$ cat config.mk
export PLATFORM = sky130hd
export DESIGN_NAME = lzbd_engine_flat
export DESIGN_NICKNAME = d
export VERILOG_FILES = /design/src/design/lzbd_pkg.sv /design/src/design/lzbd_ifs.sv /design/src/design/lzbd_engine.sv /design/src/flat_wrapper.sv
export SDC_FILE = /design/constraint.sdc
export NUM_CORES = 1
export LEC_CHECK = 0
export ABC_AREA = 1
export BUFFER_PORTS_ARGS = -buffer_cell sky130_fd_sc_hd__buf_2
export CORE_MARGIN = 5
export CORE_UTILIZATION = 35
export CTS_BUF_LIST = sky130_fd_sc_hd__clkbuf_4 sky130_fd_sc_hd__clkbuf_8 sky130_fd_sc_hd__clkbuf_16
export CTS_CLUSTER_SIZE = 8
export DETAILED_ROUTE_END_ITERATION = 16
export GPL_TIMING_DRIVEN = 0
export PLACE_DENSITY = 0.62
export SLEW_MARGIN = 20
export SYNTH_ARGS = -nofsm -noshare
export SYNTH_HDL_FRONTEND = slang
export SYNTH_SLANG_ARGS = --single-unit
$ cat constraint.sdc
create_clock -name clk -period 10.4 [get_ports clk]
set_input_delay 2.08 -clock clk [delete_from_list [all_inputs] [get_ports clk]]
set_output_delay 2.08 -clock clk [all_outputs]
set_load 0.005 [all_outputs]
$ cat src/design/lzbd_pkg.sv
// Shared constants and types of the LZ77 bit-packed decompressor.
package lzbd_pkg;

  localparam int HISTORY_BITS = 15;

  localparam logic [3:0] OFFSET_BITS_RESET = 4'd15;
  localparam logic [8:0] LEN_BIAS          = 9'd3;
  localparam int         DIST_BIAS         = 1;
  localparam logic [3:0] LANES             = 4'd8;
  localparam logic [4:0] LIT_TOKEN_BITS    = 5'd9;

  typedef struct packed {
    logic        hit;       // a full token was parsed
    logic        is_match;  // flag bit of the token
    logic [7:0]  lo8;       // literal byte or length code
    logic [14:0] code;      // offset code of a match
    logic        eos;       // item closed the stream
  } token_t;

endpackage

$ cat src/design/lzbd_ifs.sv


interface lzbd_out_if;
  logic        valid;
  logic        ready;
  logic [63:0] data_word;
  logic [3:0]  byte_count;
  logic        last_of_run;
  logic        bad_offset;

  modport source (output valid, output data_word, output byte_count,
                  output last_of_run, output bad_offset, input ready);
  modport sink   (input valid, input data_word, input byte_count,
                  input last_of_run, input bad_offset, output ready);
endinterface

$ cat src/design/lzbd_engine.sv
// Token executor: literal writes, match copies through the history RAM, word packing.
module lzbd_engine #(
  parameter int HB = lzbd_pkg::HISTORY_BITS
) (
  input  logic             clk,
  input  logic             rst,
  input  logic             start,
  input  lzbd_pkg::token_t tok,
  output logic             idle,
  output logic             ram_we,
  output logic [HB-1:0]    ram_waddr,
  output logic [7:0]       ram_wdata,
  output logic             ram_re,
  output logic [HB-1:0]    ram_raddr,
  input  logic [7:0]       ram_rdata,
  lzbd_out_if.source       decoded
);

  localparam int DW = HB + 1;
  localparam logic [DW-1:0] WIN = DW'(1) << HB;

  localparam logic [1:0] S_IDLE = 2'd0;
  localparam logic [1:0] S_LIT  = 2'd1;
  localparam logic [1:0] S_ERR  = 2'd2;
  localparam logic [1:0] S_COPY = 2'd3;

  logic [1:0]    state;
  logic [7:0]    lit;
  logic [8:0]    len_left;
  logic [8:0]    rd_left;
  logic [HB-1:0] src;
  logic [HB-1:0] wp;
  logic [DW-1:0] bd;
  logic          pending;
  logic [2:0]    lane;
  logic [63:0]   word;
  logic          eos_pend;

  logic          ov;
  logic [63:0]   od;
  logic [3:0]    oc;
  logic          ol;
  logic          obad;

  logic          free;
  logic          word_done;
  logic          consume;
  logic [63:0]   new_word;
  logic [DW-1:0] match_dist;
  logic [8:0]    len;

  assign free       = !ov || decoded.ready;
  assign word_done  = (lane == 3'd7) || (len_left == 9'd1);
  assign consume    = (state == S_COPY) && pending && (!word_done || free);
  assign new_word   = word | ({ram_rdata, 56'd0} >> {lane, 3'b000});
  assign match_dist = DW'(tok.code) + DW'(lzbd_pkg::DIST_BIAS);
  assign len        = {1'b0, tok.lo8} + lzbd_pkg::LEN_BIAS;

  assign idle      = (state == S_IDLE);
  assign ram_we    = ((state == S_LIT) && free) || consume;
  assign ram_waddr = wp;
  assign ram_wdata = (state == S_LIT) ? lit : ram_rdata;
  assign ram_re    = (state == S_COPY) && (rd_left != 9'd0) && (!pending || consume);
  assign ram_raddr = src;

  assign decoded.valid       = ov;
  assign decoded.data_word   = od;
  assign decoded.byte_count  = oc;
  assign decoded.last_of_run = ol;
  assign decoded.bad_offset  = obad;

  always_ff @(posedge clk) begin
    if (rst) begin
      state   <= S_IDLE;
      wp      <= '0;
      bd      <= '0;
      pending <= 1'b0;
      ov      <= 1'b0;
    end else begin
      if (decoded.ready) begin
        ov <= 1'b0;
      end
      if (ram_we) begin
        wp <= wp + HB'(1);
        if (bd != WIN) begin
          bd <= bd + DW'(1);
        end
      end
      if (ram_re) begin
        src     <= src + HB'(1);
        rd_left <= rd_left - 9'd1;
        pending <= 1'b1;
      end else if (consume) begin
        pending <= 1'b0;
      end

      unique case (state)
        S_IDLE: begin
          if (start) begin
            eos_pend <= tok.eos;
            lit      <= tok.lo8;
            if (!tok.hit) begin
              if (tok.eos) begin
                wp <= '0;
                bd <= '0;
              end
            end else if (!tok.is_match) begin
              state <= S_LIT;
            end else if (match_dist > bd) begin
              state <= S_ERR;
            end else begin
              state    <= S_COPY;
              src      <= wp - match_dist[HB-1:0];
              rd_left  <= len;
              len_left <= len;
              lane     <= '0;
              word     <= '0;
            end
          end
        end
        S_LIT: begin
          if (free) begin
            ov    <= 1'b1;
            od    <= {lit, 56'd0};
            oc    <= 4'd1;
            ol    <= 1'b1;
            obad  <= 1'b0;
            state <= S_IDLE;
            if (eos_pend) begin
              wp <= '0;
              bd <= '0;
            end
          end
        end
        S_ERR: begin
          if (free) begin
            ov    <= 1'b1;
            od    <= '0;
            oc    <= 4'd0;
            ol    <= 1'b1;
            obad  <= 1'b1;
            state <= S_IDLE;
            if (eos_pend) begin
              wp <= '0;
              bd <= '0;
            end
          end
        end
        S_COPY: begin
          if (consume) begin
            len_left <= len_left - 9'd1;
            if (word_done) begin
              ov   <= 1'b1;
              od   <= new_word;
              oc   <= {1'b0, lane} + 4'd1;
              ol   <= (len_left == 9'd1);
              obad <= 1'b0;
              lane <= '0;
              word <= '0;
            end else begin
              lane <= lane + 3'd1;
              word <= new_word;
            end
            if (len_left == 9'd1) begin
              state <= S_IDLE;
              if (eos_pend) begin
                wp <= '0;
                bd <= '0;
              end
            end
          end
        end
      endcase
    end
  end

endmodule

$ cat src/flat_wrapper.sv
// flat-port wrapper written by rule: the top's interface ports become plain ports
module lzbd_engine_flat 
#(
  parameter int HB = lzbd_pkg::HISTORY_BITS
)
  (clk, rst, start, tok, idle, ram_we, ram_waddr, ram_wdata, ram_re, ram_raddr, ram_rdata, decoded_valid, decoded_data_word, decoded_byte_count, decoded_last_of_run, decoded_bad_offset, decoded_ready);
  lzbd_out_if decoded_i ();
  input  logic clk;
  input  logic rst;
  input  logic start;
  input  lzbd_pkg::token_t tok;
  output logic idle;
  output logic ram_we;
  output logic [HB-1:0] ram_waddr;
  output logic [7:0] ram_wdata;
  output logic ram_re;
  output logic [HB-1:0] ram_raddr;
  input  logic [7:0] ram_rdata;
  output wire logic [$bits(decoded_i.valid)-1:0] decoded_valid;
  output wire logic [$bits(decoded_i.data_word)-1:0] decoded_data_word;
  output wire logic [$bits(decoded_i.byte_count)-1:0] decoded_byte_count;
  output wire logic [$bits(decoded_i.last_of_run)-1:0] decoded_last_of_run;
  output wire logic [$bits(decoded_i.bad_offset)-1:0] decoded_bad_offset;
  input wire logic [$bits(decoded_i.ready)-1:0] decoded_ready;
  assign decoded_valid = decoded_i.valid;
  assign decoded_data_word = decoded_i.data_word;
  assign decoded_byte_count = decoded_i.byte_count;
  assign decoded_last_of_run = decoded_i.last_of_run;
  assign decoded_bad_offset = decoded_i.bad_offset;
  assign decoded_i.ready = decoded_ready;
  lzbd_engine #(.HB(HB)) u_core (.clk(clk), .rst(rst), .start(start), .tok(tok), .idle(idle), .ram_we(ram_we), .ram_waddr(ram_waddr), .ram_wdata(ram_wdata), .ram_re(ram_re), .ram_raddr(ram_raddr), .ram_rdata(ram_rdata), .decoded(decoded_i));
endmodule
==> run summary, run 1 <==
Setup CP Type - in2out
Status - finished clean
# diodes - 0
Sw frac - 27.1%
Final hold slack - 0.517 ns
# resized after CTS - 0
Die Ht - 193 um
Remaining global-route overflow - 0
WL final - 30800 um
Leakage power - 5.88 nW
Syn_nets - 1412
Placed inst area - 13100 um2
All-Layer GR Usage - 16.2%
Vias/cell - 4.88
Final setup violation count - 0
1st-iter DRT viols - 623
Power per cell area - 167 nW/um2
Yosys warns - 0
Combinational Power Share - 15.9%
Post-Syn Area per Cell - 8.81 um2
Nets - 1601
Die ar. - 37200 um2
Number of instances in the placed design - 1931
Skew-Pair Late Insertion Delay - 0.56 ns
CP arrival - 3.28 ns
Mapped Area - 11700 um2
Combined area of the multi-input logic cells - 4780 um2
Placer Congestion - 0.876
Vias in the first global route - 9273
Syn-to-layout area delta - 19.4%
Flops & latches, synth - 214
Slew Viols, Final - 0
Clock buffer depth - 3
Finished layout cell area - 14000 um2
Psw - 0.632 mW
Fill cells - 3367
Max-cap violations - 0
Async S/R FF share, synth - 0%
CTS H-tree lvls - 1
Setup Buffers After CTS - 0
Share of layout cells above drive strength 1 - 16.6%
Vias - 9634
Min-Delay Path Class - reg2reg
CTS clk-pin slew, worst paths - 0.05 ns
Drt pass-1 iters - 5
Die X - 193 um
Post-synthesis sequential area ratio - 51.9%
Non-Filler Instances - 1973
Worst Path Max Fanout - 10
Initial antenna violation count - 2
Critical Path RT - 8.32 ns
Top Ports - 150
Initial Utilization - 35.1%
Int Pwr - 1.70 mW
DP Wirelength - 23700 um
Reg power frac - 44.9%
Crit share post-route - 51.6%
Register area - 6080 um2
CTS tree - done
Startpoint Class - input pin
Unrepaired setup endpoints after global routing - false
Post-route ant nets - 0
Synthesized instance count - 1327
Routed length per instance - 15.6 um
Clock sinks - 214
Number of CTS-inserted buffers - 31
Largest net degree at the start of global routing - 54
Slew @ Worst Pin - 1.05 ns
Clock Tree Root - clkbuf_16
Post-layout min period - 5.36 ns
DRC - 0
Final hold vios - 0
# hold bufs at CTS - 0
Worst Skew - 0.0229 ns
Most used DFF post-synth - edfxtp_1
Clock power frac - 39.2%
Peak Freq - 186 MHz
Rel. slew slack - 29.7%
Post-synth EDFFs - 179
Maximum VDD drop - 107 uV
CP endpoint kind - output pin
Distinct cell type count after synthesis - 48
First-pass GRT wire length - 48500 um
I/O Buffers - 148
CORE AREA - 33300 um2
# rows - 67
## metal layers
metal / routed length (um) / up-vias / global-route usage [%]
met4: 890 / 4 / 4.69
met1: 13600 / 4479 / 22.0
met2: 14200 / 288 / 26.9
met5: 27 / - / 0
met3: 2010 / 54 / 2.51
li1: - / 4809 / -
## cell families (layout without fill, tap and decap cells)
logic type	count (synthesis)	after routing	synth area share (%)
AOI/OAI and AO/OA	194	194	9.40
xor gates and xnor gates	48	48	3.59
muxes	1	1	0.0856
adders and majority gates	47	47	5.09
and+or+nand+nor	616	616	22.7
buffers and inverters	207	405	7.19
DFF	214	214	51.9
## power groups by stage
stage                     logic (mW)  clock network (mW)  registers, mW
after global placement         0.353                   0           1.07
final                          0.370               0.913           1.05
after CTS                      0.372               0.940           1.05
after floorplan                0.216                   0           1.07
after global routing           0.416               0.973           1.05
after detailed placement       0.371                   0           1.06
## state kept, by name (all words and copies together) (netlist names)
signal / cells
u_core.decoded.byte_count: 4
u_core.ram_raddr: 15
u_core.ram_waddr: 15
u_core.decoded.last_of_run: 1
u_core.bd: 16
u_core.lane: 3
u_core.len_left: 9
u_core.eos_pend: 1
u_core.lit: 8
u_core.word: 64
u_core.state: 2
u_core.decoded.bad_offset: 1
u_core.pending: 1
u_core.decoded.valid: 1
u_core.decoded.data_word: 64
u_core.rd_left: 9
## per-stage QoR
stage	utilization (%)	setup TNS, ns	worst slack, ns	total power, mW
floorplan	-	0	2.21	1.28
global placement	39.1	-10.39	-0.155	1.43
detailed placement	39.4	0	4.64	1.43
CTS	42.0	0	5.03	2.36
global route	42.0	0	4.95	2.44
finish	42.0	0	5.04	2.33
## cell usage after synthesis (10+ instances only)
library cell / count / area [um2]
inv_1: 160 / 601
nor3_1: 37 / 185
dfxtp_1: 35 / 701
edfxtp_1: 179 / 5380
nand4_1: 15 / 93.8
o21ai_1: 11 / 55.1
o21ai_0: 53 / 265
a21oi_1: 70 / 350
a31oi_1: 31 / 194
a21o_1: 10 / 75.1
ha_1: 46 / 576
nand3_1: 60 / 300
xor2_1: 40 / 350
clkbuf_1: 20 / 75.1
nand2_1: 233 / 875
nor2_1: 234 / 878
## cell type report
| class | instances | share of cell area (%) |
|---|---|---|
| plain buffers | 43 | 1.60 |
| clock buffers | 39 | 5.98 |
| clock inverters | 3 | 0.251 |
| inverters | 164 | 4.43 |
| multi-input cells | 906 | 34.3 |
| flip-flops and latches | 214 | 43.5 |
| well taps | 448 | 4.01 |
| repair buffers | 156 | 5.96 |
## worst max-delay path, stage by stage
cell,delay [ns]
buf_2,0.13
nor2_1,0.28
inv_1,0.13
nand2_1,0.13
nand2_4,0.09
buf_8,0.16
buf_6,0.15
buf_2,0.13
## placed cells by master (no fill, tap or decap), types with 10 or more instances in the layout
cell type and count:
nor2_1 234, nand2_1 233, edfxtp_1 179, inv_1 159
buf_2 156, a21oi_1 70, nand3_1 60, o21ai_0 53
ha_1 46, xor2_1 40, nor3_1 36, dfxtp_1 35
a31oi_1 31, clkbuf_16 31, clkbuf_1 20, nand4_1 15
o21ai_1 11, a21o_1 10
## final timing paths
| kind | from | end | slack [ns] | cells after the start |
|---|---|---|---|---|
| setup reg to reg | u_core.len_left[1] | u_core.decoded.data_word[3] | 7.50 | 14 |
| hold reg to reg | u_core.state[1] | u_core.state[1] | 0.52 | 2 |
| hold / removal | u_core.state[1] | u_core.state[1] | 0.52 | 2 |
| setup / recovery | decoded_ready | ram_we | 5.04 | 8 |
Power figures use the tool's default switching activity.
==> run 2, diff against run 1 <==
- PLACE_DENSITY: 0.62 -> 0.64
- clock period: 10.4 -> 4.7 ns (I/O delays scaled with it)
==> run summary, run 2 (synthesis results as in run 1) <==
Status - finished clean
Syn-to-layout area delta - 20.6%
Clock buffer depth - 3 (unchanged)
Final hold vios - 0 (unchanged)
Crit share post-route - 86.3%
Remaining global-route overflow - 0 (unchanged)
Top Ports - 150 (unchanged)
Post-layout min period - 4.05 ns
All-Layer GR Usage - 16.5% (+0.31 points)
Nets - 1602 (+0.062%)
Worst setup margin - 0.645 ns (-4.39 ns)
Vias - 9754 (+1.2%)
Unrepaired setup endpoints after global routing - false
Most frequent cells in the layout - nor2_1 (234), nand2_1 (233), edfxtp_1 (179)
Register area - 6080 um2 (unchanged)
Number of CTS-inserted buffers - 30 (-3.2%)
RR Endpoint - u_core.decoded.data_word[20]
Max-cap violations - 0 (unchanged)
Startpoint Class - input pin
CORE AREA - 33300 um2 (unchanged)
I/O Buffers - 148 (unchanged)
RR Startpoint - u_core.len_left[1]
Vias/cell - 4.90 (+0.38%)
Worst setup path startpoint - tok[1]
First-pass GRT wire length - 49100 um (+1.3%)
Skew-Pair Late Insertion Delay - 0.55 ns (about the same)
Cell count of the worst reg-to-reg path - 13 (-1)
Most common cell after layout, fill and taps aside - nor2_1
Routed length per instance - 15.8 um (+1.2%)
DRC - 0 (unchanged)
Final setup violation count - 0 (unchanged)
Fill cells - 3301 (-2.0%)
CTS clk-pin slew, worst paths - 0.05 ns (about the same)
Power per cell area - 375 nW/um2 (+130%)
Drt pass-1 iters - 5 (unchanged)
Die X - 193 um (unchanged)
# resized after CTS - 0 (unchanged)
Worst Skew - 0.0154 ns (-0.00749 ns)
Fin util - 42.4% (+0.40 points)
Dpl ws - -0.256 ns (-4.89 ns)
R2R Setup Slk - 1.75 ns (-5.75 ns)
Vias in the first global route - 9362 (+0.96%)
Clock sinks - 214 (unchanged)
Finished layout cell area - 14100 um2 (+0.96%)
Die Ht - 193 um (unchanged)
Maximum VDD drop - 258 uV (+140%)
CTS tree - done
Min-Delay Path Class - reg2reg
WL final - 31400 um (+2.1%)
# rows - 67 (unchanged)
Combined area of the multi-input logic cells - 4790 um2 (+0.13%)
Critical Path RT - 4.99 ns (-3.33 ns)
Worst Path Max Fanout - 35 (+25)
Share of layout cells above drive strength 1 - 17.4% (+0.81 points)
Placed inst area - 13100 um2 (+0.12%)
Peak Freq - 247 MHz
Critical Path End - u_core.word[50]
Largest net degree at the start of global routing - 36 (-33%)
1st-iter DRT viols - 809 (+30%)
Setup TNS - 0 ns (unchanged)
CP endpoint kind - register
Slew @ Worst Pin - 1.04 ns (-0.0137 ns)
Slew Viols, Final - 0 (unchanged)
Clock Tree Root - clkbuf_16
Setup CP Type - in2reg
Die ar. - 37200 um2 (unchanged)
CTS H-tree lvls - 1 (unchanged)
Initial antenna violation count - 7 (+5)
Placer Congestion - 0.907 (+3.5%)
Post-route ant nets - 0 (unchanged)
Setup Buffers After CTS - 0 (unchanged)
Rel. slew slack - 30.6% (+0.91 points)
Leakage power - 5.95 nW (+1.2%)
# hold bufs at CTS - 0 (unchanged)
Initial Utilization - 35.1% (unchanged)
CP arrival - 4.34 ns (+1.06 ns)
DP Wirelength - 23900 um (+0.80%)
[run 2: cell count changes in the layout (fill, tap and decap cells not counted), sizes merged]
| cell | delta |
|---|---|
| buf | +2 |
| clkbuf | +15 |
| clkinv | +1 |
| clkinvlp | -1 |
| diode | +2 |
| inv | -2 |
[run 2: power breakdown]
part / total, mW / internal [mW] / switching (mW)
Clock: 2.14 / 1.34 / 0.809
Sequential: 2.32 / 2.25 / 0.0742
Combinational: 0.829 / 0.293 / 0.536
[run 2: worst min-delay path by stage]
stage	slack (ns)	from	endpoint	cells after the start
6_report	0.51	u_core.state[1]	u_core.state[1]	2
5_1_grt	0.52	u_core.state[1]	u_core.state[1]	2
4_1_cts	0.51	u_core.state[1]	u_core.state[1]	2
3_5_place_dp	0.50	u_core.state[1]	u_core.state[1]	2
3_3_place_gp	0.50	u_core.state[1]	u_core.state[1]	2
2_1_floorplan	0.47	u_core.bd[12]	u_core.bd[12]	1
[run 2: routing by layer]
layer,share of wire (%),vias to the layer above,GRT usage [%]
met2,46,315,27.7
met1,43,4530,21.5
met5,0.22,-,0
met3,8.0,63,3.73
li1,-,4836,-
met4,2.4,10,4.72
[run 2: worst max-delay path: stages]
cell,delay (ns)
buf_2,0.13
ha_1,0.17
nand2_1,0.09
nor2_1,0.26
nand3_1,0.18
nor2_1,0.19
nand3_1,0.11
xor2_1,0.27
inv_1,0.08
ha_1,0.27
nand4_1,0.12
nor2_1,0.21
nand2_1,0.08
nand2_1,0.15
nand2_2,0.13
o2111ai_1,0.30
clkinvlp_4,0.25
buf_12,0.21
buf_12,0.19
[run 2: per-stage QoR]
stage / hold slack, ns / power (mW) / cells
after floorplan: 0.473 / 2.84 / 1327
after global placement: 0.499 / 3.15 / 1923
after detailed placement: 0.499 / 3.18 / 1929
after CTS: 0.507 / 5.34 / 1984
after global routing: 0.522 / 5.53 / 1990
final: 0.509 / 5.29 / 1990
[run 2: area by class of cell]
type / instances / area share [%]
timing repair buffer: 158 / 6.18
clock buffer: 54 / 6.65
multi-input combinational: 906 / 34.0
antenna: 2 / 0.0355
tap: 448 / 3.98
buffer: 43 / 1.59
clock inverter: 1 / 0.115
sequential: 214 / 43.1
inverter: 164 / 4.40
==> run 3, diff against run 2 <==
- clock period: 4.7 -> 3.6 ns (I/O delays scaled with it)
==> run summary, run 3 (synthesis results as in run 1) <==
All-Layer GR Usage - 16.4% (-0.13 points)
Setup CP Type - in2reg
Setup TNS - 0 ns (unchanged)
RR Endpoint - u_core.decoded.data_word[53]
Finished layout cell area - 14200 um2 (+0.39%)
Nets - 1598 (-0.25%)
Remaining global-route overflow - 0 (unchanged)
Slew Viols, Final - 0 (unchanged)
CP delay by family, top - simple AND/OR/NAND/NOR gates
Slowest stage delay, CP - 0.31 ns (about the same)
# rows - 67 (unchanged)
Worst Skew - 0.0204 ns (+0.00500 ns)
Hold path startpoint - tok[0]
Maximum VDD drop - 384 uV (+49%)
Critical Path RT - 3.81 ns (-1.18 ns)
Startpoint Class - input pin
Worst Path Max Fanout - 60 (+71%)
Number of CTS-inserted buffers - 30 (unchanged)
Peak Freq - 297 MHz
Vias - 9626 (-1.3%)
Clock sinks - 214 (unchanged)
Final hold slack - 0.370 ns (-0.139 ns)
Die ar. - 37200 um2 (unchanged)
Buf/Inv on CP - 4 (-1)
Vias/cell - 4.85 (-1.0%)
Crit share post-route - 93.6%
Crit path cell chain - buf_2, nand3_4, nor2_2, nand2_1, nor2_2, nand2_1, nor2_1, xor2_2, inv_1, ha_1, a21oi_1, o21ai_0, nor2_1, nand2_2, nand2_2, o2111ai_2, clkinvlp_4, buf_12
Die Ht - 193 um (unchanged)
CP arrival - 3.58 ns (-0.76 ns)
Most common cell after layout, fill and taps aside - nand2_1
Unrepaired setup endpoints after global routing - false
Initial Utilization - 35.1% (unchanged)
CORE AREA - 33300 um2 (unchanged)
Clock buffer depth - 3 (unchanged)
CTS H-tree lvls - 1 (unchanged)
Max-cap violations - 0 (unchanged)
Slew @ Worst Pin - 0.816 ns (-0.224 ns)
Drt pass-1 iters - 5 (unchanged)
CP endpoint kind - register
Clock Tree Root - clkbuf_16
Power per cell area - 488 nW/um2 (+30%)
Initial antenna violation count - 3 (-4)
First-pass GRT wire length - 48800 um (-0.70%)
WHS Path Cells - 1 (-1)
Top Ports - 150 (unchanged)
DRC - 0 (unchanged)
CTS clk-pin slew, worst paths - 0.05 ns (about the same)
Post-layout min period - 3.37 ns
Skew-Pair Late Insertion Delay - 0.56 ns (about the same)
Cell count of the worst reg-to-reg path - 13 (unchanged)
1st-iter DRT viols - 724 (-11%)
Die X - 193 um (unchanged)
Placed inst area - 13200 um2 (+0.55%)
CTS tree - done
Post-route ant nets - 0 (unchanged)
Status - finished clean
# diodes - 0 (-2)
Share of layout cells above drive strength 1 - 18.2% (+0.83 points)
Vias in the first global route - 9075 (-3.1%)
Placer Congestion - 0.884 (-2.5%)
Min-Delay Path Class - in2reg
Largest net degree at the start of global routing - 36 (unchanged)
End of the worst hold path - u_core.eos_pend
Crit-path slowest cell - ha_1
# hold bufs at CTS - 0 (unchanged)
Final setup violation count - 0 (unchanged)
WL final - 31400 um (about the same)
Leakage power - 5.93 nW (-0.39%)
DP Wirelength - 24100 um (+0.87%)
I/O Buffers - 148 (unchanged)
R2R Setup Slk - 0.64 ns (-1.11 ns)
RR Startpoint - u_core.len_left[1]
Final hold vios - 0 (unchanged)
Routed length per instance - 15.8 um (+0.26%)
Rel. slew slack - 45.4% (+15 points)
Syn-to-layout area delta - 21.0%
Most frequent cells in the layout - nand2_1 (231), nor2_1 (229), edfxtp_1 (179)
## run 3: per-layer routing
| metal | global-route usage, % | up-vias | share of wire [%] |
|---|---|---|---|
| met3 | 2.88 | 40 | 7.4 |
| met2 | 27.6 | 332 | 47 |
| met1 | 22.2 | 4422 | 44 |
| li1 | - | 4826 | - |
| met5 | 0 | - | 0.15 |
| met4 | 3.65 | 6 | 1.7 |
## run 3: report_power, final
group	total (mW)	internal [mW]	switching, mW
Sequential	3.03	2.93	0.0940
Combinational	1.08	0.378	0.707
Clock	2.79	1.74	1.05
Total	6.90	5.05	1.86
## run 3: cell type report
cell class	instances	area, um2
inverter	164	624
tap	448	561
fill	3262	19100
timing repair buffer	154	828
sequential	214	6080
clock buffer	54	931
buffer	43	224
clock inverter	1	30.0
multi-input combinational	906	4880
## run 3: metrics by stage
stage	setup slack, ns	std cells	utilization (%)	total power [mW]
final	0.232	1984	42.5	6.90
after global routing	0.0633	1984	42.5	7.22
after CTS	0.0502	1985	42.5	6.97
after detailed placement	-0.872	1929	39.6	4.17
after global placement	-1.67	1923	39.3	4.12
after floorplan	-0.472	1327	-	3.71
## run 3: worst max-delay path by stage
stage	from	to	slack, ns	depth (start not counted)
finish	tok[1]	u_core.word[16]	0.23	18
global route	tok[1]	u_core.word[16]	0.06	18
CTS	tok[1]	u_core.word[16]	0.05	18
detailed placement	tok[1]	u_core.word[54]	-0.87	19
global placement	tok[1]	u_core.word[38]	-1.67	17
floorplan	tok[2]	u_core.lane[0]	-0.47	16
## run 3: what timing repair did
item,CTS,global route
setup endpoints to repair,60,39
setup buffers,1,0
pin swaps,0,2
resized for setup,0,4
